===== src/sv/kdhr_pkg.sv =====
package kdhr_pkg;

	// Key phases, in the order reported on the result stream.
	typedef enum logic [1:0] {
		PH_RELEASED     = 2'd0,
		PH_PRESS_PEND   = 2'd1,
		PH_PRESSED      = 2'd2,
		PH_RELEASE_PEND = 2'd3
	} phase_t;

	localparam int ELAPSED_W = 17;
	localparam int FLAG_W    = 6;
	localparam int STEP_W    = 8;
	localparam int TIME_W    = 15;
	localparam int CFG_IDX_W = 8;

	// Flag bits, from bit 0 up.
	localparam logic [FLAG_W-1:0] FL_PRESS_IN  = 6'h01;
	localparam logic [FLAG_W-1:0] FL_PRESS     = 6'h02;
	localparam logic [FLAG_W-1:0] FL_HOLD_IN   = 6'h04;
	localparam logic [FLAG_W-1:0] FL_HOLD      = 6'h08;
	localparam logic [FLAG_W-1:0] FL_REPEAT_IN = 6'h10;
	localparam logic [FLAG_W-1:0] FL_REPEAT    = 6'h20;
	localparam logic [FLAG_W-1:0] FL_INSIDE    = 6'h15;

	// Action codes carried in tuser.
	localparam logic ACT_TICK  = 1'b0;
	localparam logic ACT_QUERY = 1'b1;

	// Configuration register indexes.
	localparam logic [CFG_IDX_W-1:0] CFG_TICK_STEP   = 8'd0;
	localparam logic [CFG_IDX_W-1:0] CFG_ENSURE_TIME = 8'd1;
	localparam logic [CFG_IDX_W-1:0] CFG_HOLD_TIME   = 8'd2;
	localparam logic [CFG_IDX_W-1:0] CFG_REPEAT_TIME = 8'd3;

	// Reset values of the configuration registers.
	localparam logic [STEP_W-1:0] RST_TICK_STEP   = 8'd10;
	localparam logic [TIME_W-1:0] RST_ENSURE_TIME = 15'd20;
	localparam logic [TIME_W-1:0] RST_HOLD_TIME   = 15'd1000;
	localparam logic [TIME_W-1:0] RST_REPEAT_TIME = 15'd200;

	typedef struct packed {
		phase_t                phase;
		logic [ELAPSED_W-1:0]  elapsed;
		logic [FLAG_W-1:0]     flags;
	} key_state_t;

	typedef struct packed {
		logic [STEP_W-1:0] tick_step;
		logic [TIME_W-1:0] ensure_time;
		logic [TIME_W-1:0] hold_time;
		logic [TIME_W-1:0] repeat_time;
	} key_cfg_t;

endpackage


===== src/sv/kdhr_step.sv =====
module kdhr_step (
	input  kdhr_pkg::key_state_t            cur,
	input  kdhr_pkg::key_cfg_t              cfg,
	input  logic                            action,
	input  logic                            key_level,
	input  logic [kdhr_pkg::FLAG_W-1:0]     query_mask,
	output kdhr_pkg::key_state_t            nxt,
	output logic                            query_true
);

	logic [kdhr_pkg::ELAPSED_W:0]   sum;
	logic [kdhr_pkg::ELAPSED_W-1:0] adv;
	logic [kdhr_pkg::TIME_W:0]      hold_rep;
	logic                           ensure_hit;
	logic                           hold_hit;
	logic                           repeat_hit;

	// Saturating timer advance and the thresholds it is compared with.
	always_comb begin
		sum        = {1'b0, cur.elapsed} + {{(kdhr_pkg::ELAPSED_W + 1 - kdhr_pkg::STEP_W){1'b0}},
			cfg.tick_step};
		adv        = sum[kdhr_pkg::ELAPSED_W] ? '1 : sum[kdhr_pkg::ELAPSED_W-1:0];
		hold_rep   = {1'b0, cfg.hold_time} + {1'b0, cfg.repeat_time};
		ensure_hit = adv >= {2'b00, cfg.ensure_time};
		hold_hit   = adv >= {2'b00, cfg.hold_time};
		repeat_hit = adv >= {1'b0, hold_rep};
	end

	// Next state for a tick or a query.
	always_comb begin
		nxt        = cur;
		query_true = 1'b0;
		if (action == kdhr_pkg::ACT_QUERY) begin
			query_true = (cur.flags & query_mask) == query_mask;
			nxt.flags  = cur.flags & ~(query_mask & ~kdhr_pkg::FL_INSIDE);
		end else begin
			case (cur.phase)
				kdhr_pkg::PH_RELEASED: begin
					if (key_level) begin
						nxt.elapsed = '0;
						nxt.flags   = '0;
						nxt.phase   = kdhr_pkg::PH_PRESS_PEND;
					end
				end
				kdhr_pkg::PH_PRESS_PEND: begin
					nxt.elapsed = adv;
					if (ensure_hit) begin
						if (key_level) begin
							nxt.flags = cur.flags | kdhr_pkg::FL_PRESS_IN | kdhr_pkg::FL_PRESS;
							nxt.phase = kdhr_pkg::PH_PRESSED;
						end else begin
							nxt.phase = kdhr_pkg::PH_RELEASED;
						end
					end
				end
				kdhr_pkg::PH_PRESSED: begin
					if (!key_level) begin
						nxt.elapsed = '0;
						nxt.phase   = kdhr_pkg::PH_RELEASE_PEND;
					end else begin
						nxt.elapsed = adv;
						if (hold_hit) begin
							if ((cur.flags & kdhr_pkg::FL_HOLD_IN) == '0) begin
								nxt.flags = cur.flags | kdhr_pkg::FL_HOLD_IN | kdhr_pkg::FL_HOLD;
							end else if (repeat_hit) begin
								nxt.elapsed = adv - {2'b00, cfg.repeat_time};
								nxt.flags   = cur.flags | kdhr_pkg::FL_REPEAT_IN
									| kdhr_pkg::FL_REPEAT;
							end
						end
					end
				end
				kdhr_pkg::PH_RELEASE_PEND: begin
					nxt.elapsed = adv;
					if (ensure_hit) begin
						if (!key_level) begin
							nxt.phase = kdhr_pkg::PH_RELEASED;
							nxt.flags = cur.flags & ~kdhr_pkg::FL_INSIDE;
						end else begin
							nxt.phase = kdhr_pkg::PH_PRESSED;
						end
					end
				end
				default: begin
					nxt = cur;
				end
			endcase
		end
	end

endmodule


===== src/sv/key_debounce_hold_repeat_core.sv =====
// Push-key qualifier: debounce, hold and auto-repeat events with queryable flags.
// An input transfer passes the input register and then the result register.
// One item per cycle unless the result stream stalls; key state updates per item.
// Reset (arst_n low, asynchronous): key released, timer and flags cleared,
// configuration registers back to their defaults, both stream stages empty.
module key_debounce_hold_repeat_core (
	input  logic                              clk,
	input  logic                              arst_n,
	// Input stream.
	input  logic                              s_tvalid,
	output logic                              s_tready,
	input  logic [7:0]                        s_tdata,  // [0] key_level, [6:1] query_mask, [7] zero
	input  logic                              s_tuser,  // [0] action
	// Result stream.
	output logic                              m_tvalid,
	input  logic                              m_tready,
	output logic [15:0]                       m_tdata,  // [0] query_true, [6:1] flags_now,
	                                                    // [8:7] phase_now, [15:9] zero
	// Configuration writes.
	input  logic                              cfg_valid,
	output logic                              cfg_ready,
	input  logic [kdhr_pkg::CFG_IDX_W-1:0]    cfg_index,
	input  logic [kdhr_pkg::TIME_W-1:0]       cfg_data
);

	logic                            valid_s1;
	logic                            action_s1;
	logic                            key_level_s1;
	logic [kdhr_pkg::FLAG_W-1:0]     query_mask_s1;
	logic                            valid_s2;
	logic                            query_true_s2;
	logic [kdhr_pkg::FLAG_W-1:0]     flags_s2;
	kdhr_pkg::phase_t                phase_s2;
	kdhr_pkg::key_state_t            state_q;
	kdhr_pkg::key_state_t            state_nxt;
	kdhr_pkg::key_cfg_t              cfg_q;
	logic                            query_true_nxt;
	logic                            advance;

	// The result stage moves when it is empty or its transfer completes.
	assign advance   = !valid_s2 || m_tready;
	assign s_tready  = !valid_s1 || advance;
	assign cfg_ready = 1'b1;

	// Configuration registers; writes to unknown indexes are dropped.
	always_ff @(posedge clk or negedge arst_n) begin
		if (!arst_n) begin
			cfg_q.tick_step   <= kdhr_pkg::RST_TICK_STEP;
			cfg_q.ensure_time <= kdhr_pkg::RST_ENSURE_TIME;
			cfg_q.hold_time   <= kdhr_pkg::RST_HOLD_TIME;
			cfg_q.repeat_time <= kdhr_pkg::RST_REPEAT_TIME;
		end else if (cfg_valid && cfg_ready) begin
			case (cfg_index)
				kdhr_pkg::CFG_TICK_STEP:   cfg_q.tick_step   <= cfg_data[kdhr_pkg::STEP_W-1:0];
				kdhr_pkg::CFG_ENSURE_TIME: cfg_q.ensure_time <= cfg_data;
				kdhr_pkg::CFG_HOLD_TIME:   cfg_q.hold_time   <= cfg_data;
				kdhr_pkg::CFG_REPEAT_TIME: cfg_q.repeat_time <= cfg_data;
				default: begin
				end
			endcase
		end
	end

	// Input register.
	always_ff @(posedge clk or negedge arst_n) begin
		if (!arst_n) begin
			valid_s1 <= 1'b0;
		end else if (s_tready) begin
			valid_s1 <= s_tvalid;
		end
	end

	always_ff @(posedge clk) begin
		if (s_tready && s_tvalid) begin
			action_s1     <= s_tuser;
			key_level_s1  <= s_tdata[0];
			query_mask_s1 <= s_tdata[6:1];
		end
	end

	// Per-item update of the key state.
	kdhr_step u_step (
		.cur        (state_q),
		.cfg        (cfg_q),
		.action     (action_s1),
		.key_level  (key_level_s1),
		.query_mask (query_mask_s1),
		.nxt        (state_nxt),
		.query_true (query_true_nxt)
	);

	always_ff @(posedge clk or negedge arst_n) begin
		if (!arst_n) begin
			state_q.phase   <= kdhr_pkg::PH_RELEASED;
			state_q.elapsed <= '0;
			state_q.flags   <= '0;
		end else if (advance && valid_s1) begin
			state_q <= state_nxt;
		end
	end

	// Result register.
	always_ff @(posedge clk or negedge arst_n) begin
		if (!arst_n) begin
			valid_s2 <= 1'b0;
		end else if (advance) begin
			valid_s2 <= valid_s1;
		end
	end

	always_ff @(posedge clk) begin
		if (advance && valid_s1) begin
			query_true_s2 <= query_true_nxt;
			flags_s2      <= state_nxt.flags;
			phase_s2      <= state_nxt.phase;
		end
	end

	assign m_tvalid = valid_s2;
	assign m_tdata  = {7'b0, phase_s2, flags_s2, query_true_s2};

endmodule


===== config.mk =====
export PLATFORM = sky130hd
export DESIGN_NAME = key_debounce_hold_repeat_core
export DESIGN_NICKNAME = d
export VERILOG_FILES = /design/src/sv/kdhr_pkg.sv /design/src/sv/kdhr_step.sv /design/src/sv/key_debounce_hold_repeat_core.sv
export SDC_FILE = /design/constraint.sdc
export NUM_CORES = 1
export LEC_CHECK = 0
export BUFFER_PORTS_ARGS = -buffer_cell sky130_fd_sc_hd__buf_4
export CAP_MARGIN = 20
export CELL_PAD_IN_SITES_DETAIL_PLACEMENT = 1
export CELL_PAD_IN_SITES_GLOBAL_PLACEMENT = 1
export CORE_MARGIN = 8
export CORE_UTILIZATION = 25
export CTS_BUF_LIST = sky130_fd_sc_hd__clkbuf_16
export DETAILED_ROUTE_END_ITERATION = 10
export PLACE_DENSITY = 0.54
export SKIP_LAST_GASP = 1
export SYNTH_ARGS = -nofsm -noshare
export SYNTH_HDL_FRONTEND = slang
export SYNTH_SLANG_ARGS = --single-unit

===== constraint.sdc =====
create_clock -name clk -period 7 [get_ports clk]
set_clock_uncertainty 0.1 [all_clocks]
set_input_delay 0.35 -clock clk [delete_from_list [all_inputs] [get_ports clk]]
set_output_delay 0.35 -clock clk [all_outputs]
set_load 0.01 [all_outputs]

## Word-level counts from Yosys, hierarchy flattened

Cells that the tools add are included.

- Add/sub/neg operators: 3
- Magnitude comparators: 3
- Eq/ne operators: 8
- Multiplexer cells: 19
- Bitwise operators: 4
- Reduce and logical (&&, ||, !) cells: 14

Operator list:

| kind | number |
|---|---|
| $pmux 25 s4 | 1 |
| $mux 23 | 3 |
| $mux 17 | 3 |
| $ge 17x15->1 | 2 |
| $mux 25 | 1 |
| $mux 19 | 1 |
| $add 17x8->18 | 1 |
| $mux 6 | 3 |
| $ge 17x16->1 | 1 |
| $sub 17x15->17 | 1 |
| $add 15x15->16 | 1 |
| $eq 8x2->1 const B | 2 |
| $and 6x6->6 | 2 |
| $mux 2 | 5 |
| $mux 5 | 2 |
| $eq 8x1->1 const B | 1 |
| $logic_not 8->1 | 1 |
| $reduce_and 2->1 | 4 |
| $eq 6x6->1 | 1 |
| $logic_not 6->1 | 1 |
| $not 6->6 | 1 |
| $eq 2x2->1 const B | 2 |
| $reduce_and 3->1 | 1 |
| $eq 2x1->1 const B | 1 |
| 6 further kinds | 9 |

- Register bits after elaboration: 97
- Input bits: 37
- Output and inout bits: 19
- Logic and storage cells: 66

## Logic depth before layout (Yosys ltp)

- Depth after elaboration: 10
- Depth in mapped cells: 20
- Depth with buffers taken out: 19

## By module

A second synthesis with hierarchy kept.

- Cell total of the unflattened synthesis: 731
- Area total of the unflattened synthesis: 7,427.1 µm²

Modules (own cells, without submodules):

| module | times used | cells each | area an instance (µm²) | sequential area each (µm²) |
|---|---|---|---|---|
| kdhr_step | 1 | 526 | 3,774.9 | 0.0 |
| key_debounce_hold_repeat_core | 1 | 205 | 3,652.3 | 2,528.7 |

## Worst setup path before layout

Ideal clock, no wire load.

- Path type: register to register
- Start point: register cfg_q[0] (netlist bit)
- End point: register state_q[6] (netlist bit)
- Setup time: 0.080 ns
- Arrival time: 4.230 ns
- Data required time: 6.820 ns
- Path slack: 2.589 ns
- Stages on the path, launching flop included: 20
- Path buffers: 1
- Clock period less this slack: 4.411 ns
- Cells stage by stage: dfrtp_1 ha_1 fa_1 a21o_1 a21oi_1 o21bai_1 a31o_2 a41oi_1 a21oi_1 a21o_1 a21oi_1 xor2_1 ha_1 a211o_1 o221ai_1 a21oi_1 nor4_2 buf_2 o21ai_0 o211ai_2

- Cells in the longest elaborated chain, start to end: 8
- Elaborated cells on any way between the ends: 9
- Those cells by class: 2 x add/sub; 1 x order compare; 6 x mux

RTL lines:

| item | RTL line | RTL |
|---|---|---|
| from (decl) | key_debounce_hold_repeat_core.sv:36 | `kdhr_pkg::key_cfg_t cfg_q;` |
| $add 15x15->16 | kdhr_step.sv:23 | `hold_rep = {1'b0, cfg.hold_time} + {1'b0, cfg.repeat_time};` |
| $ge 17x16->1 | kdhr_step.sv:26 | `repeat_hit = adv >= {1'b0, hold_rep};` |
| $mux 23 * | kdhr_step.sv:65 | `end else if (repeat_hit) begin` |
| $mux 23 * | kdhr_step.sv:33 | `if (action == kdhr_pkg::ACT_QUERY) begin` |
| $mux 17 * | kdhr_step.sv:63 | `if ((cur.flags & kdhr_pkg::FL_HOLD_IN) == '0) begin` |
| $mux 23 * | kdhr_step.sv:62 | `if (hold_hit) begin` |
| $mux 17 * | kdhr_step.sv:57 | `if (!key_level) begin` |
| $pmux 25 s4 * | kdhr_step.sv:37 | `case (cur.phase)` |
| to (signal assigned) | key_debounce_hold_repeat_core.sv:98 | `state_q <= state_nxt;` |
| to (decl) | key_debounce_hold_repeat_core.sv:34 | `kdhr_pkg::key_state_t state_q;` |

Mark *: on every way between the ends. The rest lies on a longest branch, timed or not. The select of a mux whose other input is x is not followed.
A chain may end at the register's enable or synchronous reset.

## Worst setup path after layout

- Start point: register cfg_q[46] (netlist bit)
- End point: register state_q[9] (netlist bit)

- Cells in the longest elaborated chain, start to end: 9
- Elaborated cells on any way between the ends: 11
- Those cells by class: 2 x add/sub; 2 x order compare; 7 x mux

RTL lines:

| item | RTL line | RTL |
|---|---|---|
| $add 17x8->18 * | kdhr_step.sv:20 | `sum = {1'b0, cur.elapsed} + {{(kdhr_pkg::ELAPSED_W + 1 - kdhr_pkg::STEP_W){1'b0}},` |
| $mux 17 * | kdhr_step.sv:22 | `adv = sum[kdhr_pkg::ELAPSED_W] ? '1 : sum[kdhr_pkg::ELAPSED_W-1:0];` |
| $sub 17x15->17 or $ge 17x16->1 (tied branches) | kdhr_step.sv:66, kdhr_step.sv:26 |  |
| $mux 23 | kdhr_step.sv:65 |  |
| $mux 23 | kdhr_step.sv:33 |  |
| $mux 17 | kdhr_step.sv:63 |  |
| $mux 23 | kdhr_step.sv:62 |  |
| $mux 17 | kdhr_step.sv:57 |  |
| $pmux 25 s4 * | kdhr_step.sv:37 |  |

Marked as above.

==> reports/metrics.yaml <==
status: "complete, no violations"
groute.usage.overall: 0.119
grt_pass1_vias: 5689
place_inst: 1127
cts.sink_count: 97
hpwl_um: 15400
final_max_slew_viol_count: 0
path_buf_inv: 0
synth_top_area_cell: "sky130_fd_sc_hd__dfrtp_1"
endpoint_class_of_the_critical_path: "register"
critical-path-slowest-cell: "sky130_fd_sc_hd__dfstp_2"
chipHeight_um: 184
hold_violations: 0
fin_setup_tns_ns: 0
post_drt_wl_per_cell_um: 16.9
synth-warning-count: 0
globalRoute.totalOverflow: 0
number_of_optimization_iterations_in_the_first_detailed_route_pass: 4
layout-area-overhead-vs-synth_pct: 15.3
grt_max_degree: 42
crit_path_max_fanout: 12
post_drt_via_cell_ratio: 4.76
worst-slew-pin-transition_ns: 0.963
io_buffers: 46
antenna_violating_nets_post_route: 0
cts_root_buffer: "sky130_fd_sc_hd__clkbuf_16"
maxClockFrequency_mhz: 186
ys_top_cells_by_area: "sky130_fd_sc_hd__dfrtp_1, sky130_fd_sc_hd__ha_1, sky130_fd_sc_hd__mux2_2"
route.final.wire_length_um: 19300
grt_first_pass_wirelength_um: 31500
ffs_w_async_s_r_synth: 0.825
number_of_clock_buffers_inserted_by_tritoncts: 9
power.static_leakage_nw: 3.71
power_density_nw_per_um2: 300
remaining_drc_errors: 0
routed-via-count: 5447
clk_latency_ns: 0.36
die-area_um2: 33900
worst-endpoint-required_ns: 7.19
yosysTopAreaCellShare: 0.237
ys_seq_elements: 97
initial_utilization: 0.254
timing.critical_path.max_delay_family: "compound AO/OA/AOI/OAI gates"
antenna_found_initial: 0
non_filler_instances: 1144
gpl.final_weighted_congestion: 0.776
ys_types: 71
cp_data_arrival_time_ns: 5.56
num_antenna_cells: 0
htreeDepth: 3
cp_cell_sequence: "ha_1 -> a211oi_1 -> o211ai_1 -> a21oi_1 -> or3_1 -> o21ai_0 -> ha_1 -> and3_1 -> o31ai_1 -> a211oi_1 -> o31ai_1 -> and3_4 -> a211oi_4 -> nand2_2 -> nor3_1 -> a221o_1"
finalWorstPathRequiredPeriod_ns: 5.38
nNetsFinal: 885
ios: 56
synth-seq-area-share: 0.358
critPathLaunchType: "register"
critical_path.max_stage_delay_ns: 0.56
placeable_core_area_um2: 27800
timing.hold.worst.class: "in -> reg"
ir_drop_uv: 135
rsz0062_at_grt: "false"
tritoncts_clock_tree: "built"
min_period_over_period: 0.768
synthCells: 716
setup_viol: 0
critical_path_class: "reg -> reg"
clock_transition_at_the_register_clock_pins_on_the_worst_setup_and_hold_paths_after_cts_ns: 0.08
ys_dominant_reg_cell: "sky130_fd_sc_hd__dfrtp_1"
syn_avg_cell_area_um2: 9.87
std_cell_rows: 61
max-clock-path-buffers: 2
layout-drive-gt1-share: 0.197
die_w_um: 184
slew-limit-headroom: 0.356
synth-edff-count: 17
drt_initial_violations: 260
cap_viol_max_count: 0
syn_area_um2: 7070
==> power by group <==
part / internal, mW / switching (mW) / total [mW] / leakage, nW
clock network: 0.321 / 0.246 / 0.567 / 0.160
logic: 0.497 / 0.662 / 1.16 / 2.34
registers: 0.649 / 0.0707 / 0.720 / 1.22
total: 1.47 / 0.979 / 2.45 / 3.71
==> sequential cells by signal, indices dropped and copies added, names as in the netlist <==
signal and flops:
query_true_s2 1, flags_s2 6, state_q 25, m_tvalid 1, key_level_s1 1, valid_s1 1
phase_s2 2, query_mask_s1 6, cfg_q 53, action_s1 1
==> per-stage QoR <==
stage / hold WS (ns) / area, um2 / setup WS [ns] / utilization / power, mW
final: 0.0639 / 8150 / 1.62 / 0.293 / 2.45
after global routing: 0.0329 / 8150 / 1.12 / 0.293 / 2.65
after CTS: 0.0393 / 8150 / 1.50 / 0.293 / 2.48
after detailed placement: 0.264 / 7810 / 1.53 / 0.281 / 1.89
after global placement: 0.271 / 7810 / 1.58 / 0.281 / 1.89
after floorplan: -0.0456 / 7090 / 2.59 / - / 1.56
==> routing by layer <==
layer	wire length, um	GRT usage	share of wire
met1	9650	0.158	0.50
met2	9190	0.196	0.48
met3	277	0.0171	0.014
met4	230	0.0348	0.012
met5	0	0	0
==> worst register-to-register path: stages, from the launching register on <==
cell and delay, ns:
sky130_fd_sc_hd__dfstp_2 0.56, sky130_fd_sc_hd__ha_1 0.25, sky130_fd_sc_hd__a211oi_1 0.31, sky130_fd_sc_hd__o211ai_1 0.21, sky130_fd_sc_hd__a21oi_1 0.41, sky130_fd_sc_hd__or3_1 0.47
sky130_fd_sc_hd__o21ai_0 0.46, sky130_fd_sc_hd__ha_1 0.45, sky130_fd_sc_hd__and3_1 0.17, sky130_fd_sc_hd__o31ai_1 0.09, sky130_fd_sc_hd__a211oi_1 0.36, sky130_fd_sc_hd__o31ai_1 0.18
sky130_fd_sc_hd__and3_4 0.23, sky130_fd_sc_hd__a211oi_4 0.37, sky130_fd_sc_hd__nand2_2 0.28, sky130_fd_sc_hd__nor3_1 0.26, sky130_fd_sc_hd__a221o_1 0.13
==> layout by cell type, fill, tap and decap left out, types with 10 or more instances in the layout <==
| cell type | n |
|---|---|
| sky130_fd_sc_hd__xor2_1 | 16 |
| sky130_fd_sc_hd__nand3_1 | 22 |
| sky130_fd_sc_hd__o21ai_1 | 10 |
| sky130_fd_sc_hd__o21ai_0 | 37 |
| sky130_fd_sc_hd__nor3_1 | 18 |
| sky130_fd_sc_hd__nand2b_1 | 15 |
| sky130_fd_sc_hd__a21o_1 | 18 |
| sky130_fd_sc_hd__a22oi_1 | 11 |
| sky130_fd_sc_hd__dfrtp_1 | 67 |
| sky130_fd_sc_hd__xnor2_1 | 18 |
| sky130_fd_sc_hd__buf_4 | 50 |
| sky130_fd_sc_hd__nand2_1 | 40 |
| sky130_fd_sc_hd__inv_1 | 60 |
| sky130_fd_sc_hd__dfstp_2 | 13 |
| sky130_fd_sc_hd__a21oi_1 | 44 |
| sky130_fd_sc_hd__mux2_2 | 54 |
| sky130_fd_sc_hd__edfxtp_1 | 17 |
| sky130_fd_sc_hd__ha_1 | 84 |
| sky130_fd_sc_hd__nor2_1 | 32 |
==> kinds of logic after synthesis <==
| logic type | Yosys count | synth area share |
|---|---|---|
| flip-flops | 97 | 0.358 |
| other | 2 | 0.00106 |
| adder cells (fa/ha/maj) | 87 | 0.157 |
| buffers and inverters | 83 | 0.0503 |
| multiplexers | 54 | 0.0861 |
| XOR/XNOR | 34 | 0.0421 |
| AND/OR/NAND/NOR | 173 | 0.127 |
| AO/OA/AOI/OAI | 186 | 0.179 |
==> area by class of cell <==
cell class	count	area (um2)
fill	3255	19600
multi-input combinational	542	4200
sequential	97	2530
tap	378	473
timing repair buffer	51	385
clock buffer	9	225
inverter	60	225
clock inverter	7	108
==> final timing paths <==
kind / slack [ns] / endpoint / depth (start not counted) / start
setup reg to reg: 1.62 / state_q[9]$_DFFE_PN0P_ / 16 / cfg_q[46]$_DFFE_PN1P_
min in group asynchronous: 0.39 / cfg_q[17]$_DFFE_PN0P_ / 2 / arst_n
hold / removal: 0.06 / query_mask_s1[5]$_DFFE_PP_ / 1 / s_tdata[6]
max in group asynchronous: 5.44 / state_q[14]$_DFFE_PN0P_ / 3 / arst_n
hold reg to reg: 0.39 / m_tvalid$_DFFE_PN0P_ / 1 / valid_s1$_DFFE_PN0N_
setup / recovery: 1.62 / state_q[9]$_DFFE_PN0P_ / 16 / cfg_q[46]$_DFFE_PN1P_
==> synthesized netlist by cell type (3+ instances only) <==
master and n:
sky130_fd_sc_hd__inv_1 60, sky130_fd_sc_hd__xnor2_1 18, sky130_fd_sc_hd__o21a_1 6, sky130_fd_sc_hd__fa_1 3
sky130_fd_sc_hd__nand3b_1 3, sky130_fd_sc_hd__a211o_1 5, sky130_fd_sc_hd__buf_4 9, sky130_fd_sc_hd__nand2b_1 15
sky130_fd_sc_hd__nor2b_1 8, sky130_fd_sc_hd__a211oi_1 9, sky130_fd_sc_hd__o211ai_1 5, sky130_fd_sc_hd__a21o_1 18
sky130_fd_sc_hd__a21oi_1 44, sky130_fd_sc_hd__clkbuf_1 11, sky130_fd_sc_hd__o41ai_1 4, sky130_fd_sc_hd__o21ai_0 37
sky130_fd_sc_hd__nand2_1 40, sky130_fd_sc_hd__ha_1 84, sky130_fd_sc_hd__a22oi_1 11, sky130_fd_sc_hd__o31ai_1 3
sky130_fd_sc_hd__or3_1 7, sky130_fd_sc_hd__edfxtp_1 17, sky130_fd_sc_hd__dfrtp_1 67, sky130_fd_sc_hd__xor2_1 16
sky130_fd_sc_hd__mux2_2 54, sky130_fd_sc_hd__nand4_1 3, sky130_fd_sc_hd__nand3_1 22, sky130_fd_sc_hd__a31o_2 3
sky130_fd_sc_hd__and3_1 7, sky130_fd_sc_hd__nor3_1 18, sky130_fd_sc_hd__a31oi_1 4, sky130_fd_sc_hd__dfstp_2 13
sky130_fd_sc_hd__o21ai_1 10, sky130_fd_sc_hd__nor2_1 32
==> repair_timing <==
item,in CTS,in global routing
hold buffers,1,0
gates resized for setup,0,0
hold endpoints to repair,30,0
buffers inserted,0,0
Note: power is estimated with default switching activity, not from simulation.
